===== src/hw/rtl/nscf_pkg.sv =====
package nscf_pkg;

	// Sentence body length limit and its index width
	localparam int MAX_BODY_LEN = 80;
	localparam int BLEN_W       = 7;

	// Header layout
	localparam int NUM_TYPES = 3;
	localparam int HDR_LEN   = 6;
	localparam int HCNT_W    = 3;

	typedef logic [7:0] byte_t;

	typedef enum logic {
		OP_BYTE    = 1'b0,
		OP_RELEASE = 1'b1
	} opcode_t;

	typedef enum logic [1:0] {
		TYPE_RMC = 2'd0,
		TYPE_GGA = 2'd1,
		TYPE_GSA = 2'd2
	} sent_type_t;

	localparam byte_t CHAR_STAR = 8'h2A;  // '*'
	localparam byte_t CHAR_CR   = 8'h0D;  // carriage return
	localparam byte_t CHAR_0    = 8'h30;  // '0'
	localparam byte_t CHAR_9    = 8'h39;  // '9'
	localparam byte_t HEX_ALPHA = 8'h37;  // 'A' - 10

	// Header text, one row per sentence type
	localparam byte_t HDR_TEXT [NUM_TYPES][HDR_LEN] = '{
		'{8'h47, 8'h50, 8'h52, 8'h4D, 8'h43, 8'h2C},  // GPRMC,
		'{8'h47, 8'h50, 8'h47, 8'h47, 8'h41, 8'h2C},  // GPGGA,
		'{8'h47, 8'h50, 8'h47, 8'h53, 8'h41, 8'h2C}   // GPGSA,
	};

	// XOR of all header characters, seeds the running checksum
	function automatic byte_t hdr_sum(input int unsigned t);
		byte_t s;
		s = '0;
		for (int k = 0; k < HDR_LEN; k++) begin
			s = s ^ HDR_TEXT[t][k];
		end
		return s;
	endfunction

	// Checksum digit value: decimal digits, otherwise letter mapping mod 256
	function automatic byte_t hex_value(input byte_t c);
		byte_t v;
		if (c >= CHAR_0 && c <= CHAR_9) begin
			v = c - CHAR_0;
		end else begin
			v = c - HEX_ALPHA;
		end
		return v;
	endfunction

endpackage


===== src/hw/rtl/nmea_sentence_checksum_framer.sv =====
// Channel | Handshake            | Payload
// --------+----------------------+-------------------------------------------------
// input   | in_valid / in_ready  | opcode, char_in
// output  | out_valid / out_ready| store_en, sentence_type, store_index, store_byte,
//         |                      | accepted, checksum_fail, ready_mask
//
// One result per input item; an accepted item is held in the input register and then
// loaded into the result register, where out_valid rises and the result waits for out_ready.
// Throughput is one item per cycle while out_ready holds: the framing state updates
// as an item moves from the input register to the result register.
// arst_n clears valid bits, framing state, match counters and ready flags.
// A stall on the output holds the result register and then the input register;
// in_ready drops only when both are full and out_ready is low.
module nmea_sentence_checksum_framer
	import nscf_pkg::*;
(
	input  logic              clk,
	input  logic              arst_n,
	input  logic              in_valid,
	output logic              in_ready,
	input  logic              opcode,
	input  logic [7:0]        char_in,
	output logic              out_valid,
	input  logic              out_ready,
	output logic              store_en,
	output logic [1:0]        sentence_type,
	output logic [BLEN_W-1:0] store_index,
	output logic [7:0]        store_byte,
	output logic              accepted,
	output logic              checksum_fail,
	output logic [2:0]        ready_mask
);

	// Input register
	logic  v_s1;
	logic  opcode_s1;
	byte_t char_s1;

	// Result register
	logic              v_s2;
	logic              store_en_s2;
	logic [1:0]        type_s2;
	logic [BLEN_W-1:0] index_s2;
	byte_t             byte_s2;
	logic              acc_s2;
	logic              fail_s2;
	logic [2:0]        mask_s2;

	// Framing state
	logic              in_sent_q;
	logic [HCNT_W-1:0] hdr_cnt_q [NUM_TYPES];
	logic [1:0]        act_type_q;
	logic [BLEN_W-1:0] body_len_q;
	byte_t             calc_sum_q;
	byte_t             rx_sum_q;
	logic [6:0]        hex_cnt_q;
	logic [2:0]        flags_q;

	// Next state and result
	logic              in_sent_d;
	logic [HCNT_W-1:0] hdr_cnt_d [NUM_TYPES];
	logic [1:0]        act_type_d;
	logic [BLEN_W-1:0] body_len_d;
	byte_t             calc_sum_d;
	byte_t             rx_sum_d;
	logic [6:0]        hex_cnt_d;
	logic [2:0]        flags_d;
	logic              r_store_en;
	logic [1:0]        r_type;
	logic [BLEN_W-1:0] r_index;
	byte_t             r_byte;
	logic              r_acc;
	logic              r_fail;

	logic adv_s2;
	logic adv_s1;

	// Handshake: result register moves when empty or taken
	assign adv_s2   = !v_s2 || out_ready;
	assign adv_s1   = v_s1 && adv_s2;
	assign in_ready = !v_s1 || adv_s2;

	// Step logic
	always_comb begin
		logic              found;
		logic              finish;
		logic [2:0]        bit_m;
		byte_t             rs_cur;
		logic [6:0]        hc_cur;
		logic [BLEN_W-1:0] len_inc;
		in_sent_d  = in_sent_q;
		act_type_d = act_type_q;
		body_len_d = body_len_q;
		calc_sum_d = calc_sum_q;
		rx_sum_d   = rx_sum_q;
		hex_cnt_d  = hex_cnt_q;
		flags_d    = flags_q;
		for (int i = 0; i < NUM_TYPES; i++) begin
			hdr_cnt_d[i] = hdr_cnt_q[i];
		end
		r_store_en = 1'b0;
		r_type     = TYPE_RMC;
		r_index    = '0;
		r_byte     = '0;
		r_acc      = 1'b0;
		r_fail     = 1'b0;
		found      = 1'b0;
		finish     = 1'b0;
		bit_m      = '0;
		rs_cur     = rx_sum_q;
		hc_cur     = hex_cnt_q;
		len_inc    = body_len_q + BLEN_W'(1);

		if (opcode_s1 == OP_RELEASE) begin
			if (flags_q == 3'b111) begin
				flags_d = '0;
			end
		end else if (!in_sent_q) begin
			// Header hunt, first completed header wins
			for (int i = 0; i < NUM_TYPES; i++) begin
				if (!found) begin
					if (hdr_cnt_q[i] < HCNT_W'(HDR_LEN) &&
					    char_s1 == HDR_TEXT[i][hdr_cnt_q[i]]) begin
						hdr_cnt_d[i] = hdr_cnt_q[i] + HCNT_W'(1);
						if (hdr_cnt_q[i] == HCNT_W'(HDR_LEN - 1)) begin
							found      = 1'b1;
							act_type_d = 2'(i);
							r_type     = 2'(i);
							calc_sum_d = hdr_sum(i);
						end
					end else begin
						hdr_cnt_d[i] = '0;
					end
				end
			end
			if (found) begin
				in_sent_d  = 1'b1;
				body_len_d = '0;
				for (int i = 0; i < NUM_TYPES; i++) begin
					hdr_cnt_d[i] = '0;
				end
			end
		end else begin
			r_type = act_type_q;
			case (act_type_q)
				TYPE_RMC: bit_m = 3'b001;
				TYPE_GGA: bit_m = 3'b010;
				TYPE_GSA: bit_m = 3'b100;
				default:  bit_m = 3'b000;
			endcase
			if ((flags_q & bit_m) != '0) begin
				// Type already pending: drop the sentence
				finish = 1'b1;
			end else begin
				if (body_len_q == '0) begin
					rs_cur = '0;
					hc_cur = '0;
				end
				rx_sum_d  = rs_cur;
				hex_cnt_d = hc_cur;
				if (char_s1 == CHAR_CR) begin
					if (rs_cur == calc_sum_q) begin
						flags_d = flags_q | bit_m;
						r_acc   = 1'b1;
					end else begin
						r_fail = 1'b1;
					end
					finish = 1'b1;
				end else begin
					if (char_s1 == CHAR_STAR) begin
						rx_sum_d  = '0;
						hex_cnt_d = 7'd1;
					end else if (hc_cur != '0) begin
						rx_sum_d = rs_cur | hex_value(char_s1);
						if (hc_cur == 7'd1) begin
							rx_sum_d = {rx_sum_d[3:0], 4'h0};
						end
						if (hc_cur != 7'd127) begin
							hex_cnt_d = hc_cur + 7'd1;
						end
					end else begin
						calc_sum_d = calc_sum_q ^ char_s1;
					end
					r_store_en = 1'b1;
					r_index    = body_len_q;
					r_byte     = char_s1;
				end
			end
			if (!finish) begin
				body_len_d = len_inc;
			end
			if (finish || len_inc >= BLEN_W'(MAX_BODY_LEN)) begin
				in_sent_d = 1'b0;
				for (int i = 0; i < NUM_TYPES; i++) begin
					hdr_cnt_d[i] = '0;
				end
			end
		end
	end

	// Input register
	always_ff @(posedge clk or negedge arst_n) begin
		if (!arst_n) begin
			v_s1 <= 1'b0;
		end else if (in_ready) begin
			v_s1 <= in_valid;
		end
	end

	always_ff @(posedge clk) begin
		if (in_valid && in_ready) begin
			opcode_s1 <= opcode;
			char_s1   <= char_in;
		end
	end

	// Result register valid
	always_ff @(posedge clk or negedge arst_n) begin
		if (!arst_n) begin
			v_s2 <= 1'b0;
		end else if (adv_s2) begin
			v_s2 <= v_s1;
		end
	end

	always_ff @(posedge clk) begin
		if (adv_s1) begin
			store_en_s2 <= r_store_en;
			type_s2     <= r_type;
			index_s2    <= r_index;
			byte_s2     <= r_byte;
			acc_s2      <= r_acc;
			fail_s2     <= r_fail;
			mask_s2     <= flags_d;
		end
	end

	// Framing state update
	always_ff @(posedge clk or negedge arst_n) begin
		if (!arst_n) begin
			in_sent_q  <= 1'b0;
			act_type_q <= TYPE_RMC;
			body_len_q <= '0;
			calc_sum_q <= '0;
			rx_sum_q   <= '0;
			hex_cnt_q  <= '0;
			flags_q    <= '0;
			for (int i = 0; i < NUM_TYPES; i++) begin
				hdr_cnt_q[i] <= '0;
			end
		end else if (adv_s1) begin
			in_sent_q  <= in_sent_d;
			act_type_q <= act_type_d;
			body_len_q <= body_len_d;
			calc_sum_q <= calc_sum_d;
			rx_sum_q   <= rx_sum_d;
			hex_cnt_q  <= hex_cnt_d;
			flags_q    <= flags_d;
			for (int i = 0; i < NUM_TYPES; i++) begin
				hdr_cnt_q[i] <= hdr_cnt_d[i];
			end
		end
	end

	assign out_valid     = v_s2;
	assign store_en      = store_en_s2;
	assign sentence_type = type_s2;
	assign store_index   = index_s2;
	assign store_byte    = byte_s2;
	assign accepted      = acc_s2;
	assign checksum_fail = fail_s2;
	assign ready_mask    = mask_s2;

	// Checks
	a_acc_fail_excl: assert property (@(posedge clk) disable iff (!arst_n)
		out_valid |-> !(accepted && checksum_fail))
		else $error("accepted and checksum_fail both set");

	a_index_range: assert property (@(posedge clk) disable iff (!arst_n)
		(out_valid && store_en) |-> (store_index < BLEN_W'(MAX_BODY_LEN)))
		else $error("store_index beyond body limit");

	a_acc_flag: assert property (@(posedge clk) disable iff (!arst_n)
		(out_valid && accepted) |->
			((sentence_type == TYPE_RMC && ready_mask[0]) ||
			 (sentence_type == TYPE_GGA && ready_mask[1]) ||
			 (sentence_type == TYPE_GSA && ready_mask[2])))
		else $error("accepted sentence without its ready flag");

	a_hdr_cnt: assert property (@(posedge clk) disable iff (!arst_n)
		(hdr_cnt_q[0] < HCNT_W'(HDR_LEN)) && (hdr_cnt_q[1] < HCNT_W'(HDR_LEN)) &&
		(hdr_cnt_q[2] < HCNT_W'(HDR_LEN)))
		else $error("header match counter overrun");

endmodule


===== config.mk =====
export PLATFORM = sky130hd
export DESIGN_NAME = nmea_sentence_checksum_framer
export DESIGN_NICKNAME = d
export VERILOG_FILES = /design/src/hw/rtl/nscf_pkg.sv /design/src/hw/rtl/nmea_sentence_checksum_framer.sv
export SDC_FILE = /design/constraint.sdc
export NUM_CORES = 1
export LEC_CHECK = 0
export BUFFER_PORTS_ARGS = -buffer_cell sky130_fd_sc_hd__buf_4
export CAP_MARGIN = 25
export CORE_MARGIN = 3
export CORE_UTILIZATION = 55
export CTS_CLUSTER_DIAMETER = 80
export DETAILED_ROUTE_END_ITERATION = 10
export PLACE_DENSITY = 0.74
export SETUP_SLACK_MARGIN = 0.3
export SLEW_MARGIN = 15
export SYNTH_ARGS = -nofsm -noshare
export SYNTH_HDL_FRONTEND = slang
export SYNTH_SLANG_ARGS = --single-unit

===== constraint.sdc =====
create_clock -name clk -period 6 [get_ports clk]
set_input_delay 0.9 -clock clk [delete_from_list [all_inputs] [get_ports clk]]
set_output_delay 0.9 -clock clk [all_outputs]
set_load 0.005 [all_outputs]

==> results_dict.tcl <==
set metrics [dict create \
    post_cts_buffers 0 \
    grt_pass1_vias 4064 \
    grt_overflow_total 0 \
    fin_area_mm2 0.005689 \
    fin_util_pct 63.38 \
    core_mm2 0.008976 \
    worstHoldStart "v_s1$_DFFE_PN0N_" \
    synth_nets 571 \
    finalCriticalPeriod_ns 3.299 \
    maxCapViolations 0 \
    endpoint_kind "register" \
    max_slew_margin_pct 38.53 \
    slowest_stage "dfrtp_1" \
    cp.arrival_ns 3.54 \
    setup_violations 0 \
    clk_pin_slew_ns 0.09 \
    crit_buf_inv 0 \
    run_status "finished clean" \
    wl_um 13180 \
    synthFlopType "dfrtp_1" \
    dieWidth_um 103.6 \
    tightestPinTransition_ns 0.9210 \
    cp_cell_sequence "nor4_4 > nand2_1 > nand2_1 > ha_1 > o21ai_4 > o41ai_4 > o21ai_2 > a221o_1" \
    skew_ns 0.01694 \
    path_class "reg2reg" \
    num-nets-final 596 \
    area_delta_synth_final_pct 8.650 \
    dp_hpwl_um 9467 \
    viasPerCell 6.387 \
    io_pins 38 \
    synth-async-reset-ratio_pct 59.49 \
    drc 0 \
    busiest_layer "met2" \
    regArea_mm2 0.002137 \
    cp_top_family "simple AND/OR/NAND/NOR gates" \
    cts_hold_buf 0 \
    wl_per_cell_um 19.04 \
    grt_antenna_before_repair 0 \
    ant_nets 0 \
    final_cell_mix "50 x nand2_1, 47 x dfrtp_1, 41 x o21ai_0" \
    leakagePower_nw 2.256 \
    first_iter_violations 390 \
    yosys_warnings 0 \
    die_area_mm2 0.01073 \
    dp_slack_ns 2.787 \
    critPathMaxFanout 12 \
    postSynthCellCount 536 \
    numClockSinks 79 \
    critPathLaunch "body_len_q[4]$_DFFE_PN0P_" \
    core.rowCount 34 \
    cts_max_path_buffers 2 \
    worstReg2RegStart "body_len_q[4]$_DFFE_PN0P_" \
    hold_viol_final 0 \
    layout_commonest_cell "nand2_1" \
    grt_pass1_wl_um 21310 \
    yosysUniqueCellTypes 90 \
    grt_use_met2_pct 40.00 \
    ys_ff_latch 79 \
    fin_ws_ns 2.701 \
    first_pass_iters 6 \
    cts_buffers 9 \
    multi_input_area_mm2 0.002829 \
    slew_violations 0 \
    critPathLaunchType "register" \
    die_y_um 103.6 \
    syn-cell-area_mm2 0.005236 \
    hold_class "reg2reg" \
    met3_usage_pct 3.545 \
    use_met1_pct 33.70 \
    vias 4420 \
    n_fill_cell 746 \
    fmax_mhz 303.1 \
    port-buffer-count 37 \
    ir_worst_vdd_mv 0.1758 \
    synth_enable_flop_cells 32 \
    avgSynthCellArea_um2 9.769 \
    slowest_delay_ns 0.49 \
    track_usage_pct 24.64 \
    synth-seq-area-share_pct 40.81 \
    start_util_pct 58.34 \
    timing.final.crit_share_pct 54.98 \
    grt_max_degree 48 \
    root_buffer "clkbuf_8" \
    cellPowerDensity_mw_per_mm2 339.4 \
    cts_resized 0 \
    worst_skew_pair.late_latency_ns 0.36 \
    cp.required_ns 6.24 \
    place_congestion 0.9004 \
    antennaDiodeCount 0 \
    placed_area_mm2 0.005495 \
    htree_levels 3 \
    rsz0062_at_grt "no" \
    setup_tns_ns 0 \
    cts_tree "done" \
    final_layout_size_suffix_gt1_share_pct 15.02 \
    cp_common_cell "nand2_1" \
]
-- power breakdown --
part	internal (mW)	switching, mW
Combinational	0.287	0.363
Sequential	0.683	0.192
Clock	0.193	0.214
Total	1.16	0.769
-- cell families after synthesis --
| family | after synthesis | share of synthesized area, % |
|---|---|---|
| muxes | 5 | 0.9558 |
| adders and majority gates | 22 | 5.257 |
| AOI/OAI and AO/OA | 153 | 20.29 |
| xor gates and xnor gates | 18 | 3.011 |
| buffers and inverters | 48 | 5.161 |
| DFF | 79 | 40.81 |
| and+or+nand+nor | 211 | 24.52 |
-- cells in the mapped netlist (6+ instances only) --
cell      count  area, um2
edfxtp_1     32      960.9
nand3b_1      7      52.55
dfrtp_1      47       1176
nand3_1      14      70.07
nand2_1      50      187.7
nor2_1       30      112.6
buf_2        10      50.05
nor3b_1      10      75.07
nand2b_1      9      56.30
xnor2_1      13      113.9
nor3_1       15      75.07
and2_1        8      50.05
o21a_1        6      45.04
a21oi_1      28      140.1
ha_1         22      275.3
inv_1        23      86.33
o21ai_0      41      205.2
and3_1        9      56.30
a31oi_1      11      68.82
o21ai_1       7      35.03
-- sequential cells by signal (all words and copies together), names as in the netlist --
| signal | flops |
|---|---|
| hdr_cnt_q | 9 |
| calc_sum_q | 8 |
| char_s1 | 8 |
| rx_sum_q | 8 |
| store_byte | 8 |
| body_len_q | 7 |
| hex_cnt_q | 7 |
| store_index | 7 |
| flags_q | 3 |
| ready_mask | 3 |
| act_type_q | 2 |
| sentence_type | 2 |
| accepted | 1 |
| checksum_fail | 1 |
| in_sent_q | 1 |
| opcode_s1 | 1 |
| out_valid | 1 |
| store_en | 1 |
| v_s1 | 1 |
-- layout make-up --
type,count,area share [%]
clock buffer,9,2.177
multi-input combinational,409,49.73
clock inverter,7,1.232
timing repair buffer,37,4.882
sequential,79,37.56
tap,126,2.771
inverter,25,1.649
-- layer usage --
layer	vias up	wire, um
met5	-	0
met4	0	326
met3	26	985
met2	203	6135
met1	2140	5729
li1	2051	-
-- path summary, 6_finish.rpt --
kind | slack (ns) | to | cells after the start
max | 2.70 | calc_sum_q[0]$_DFFE_PN0P_ | 8
min | 0.53 | out_valid$_DFFE_PN0P_ | 1
max reg2reg | 2.70 | calc_sum_q[0]$_DFFE_PN0P_ | 8
min reg2reg | 0.53 | out_valid$_DFFE_PN0P_ | 1
max in group asynchronous | 4.99 | rx_sum_q[3]$_DFFE_PN0P_ | 1
min in group asynchronous | 0.56 | v_s1$_DFFE_PN0N_ | 1
-- stage by stage --
stage / total power [mW] / hold slack (ns) / cells
finish: 1.931 / 0.5257 / 692
floorplan: 1.333 / 0.4718 / 536
detailed placement: 1.517 / 0.5092 / 676
CTS: 1.921 / 0.5314 / 692
global placement: 1.496 / 0.5020 / 676
global route: 2.038 / 0.5625 / 692
(Power assumes the default switching activity.)
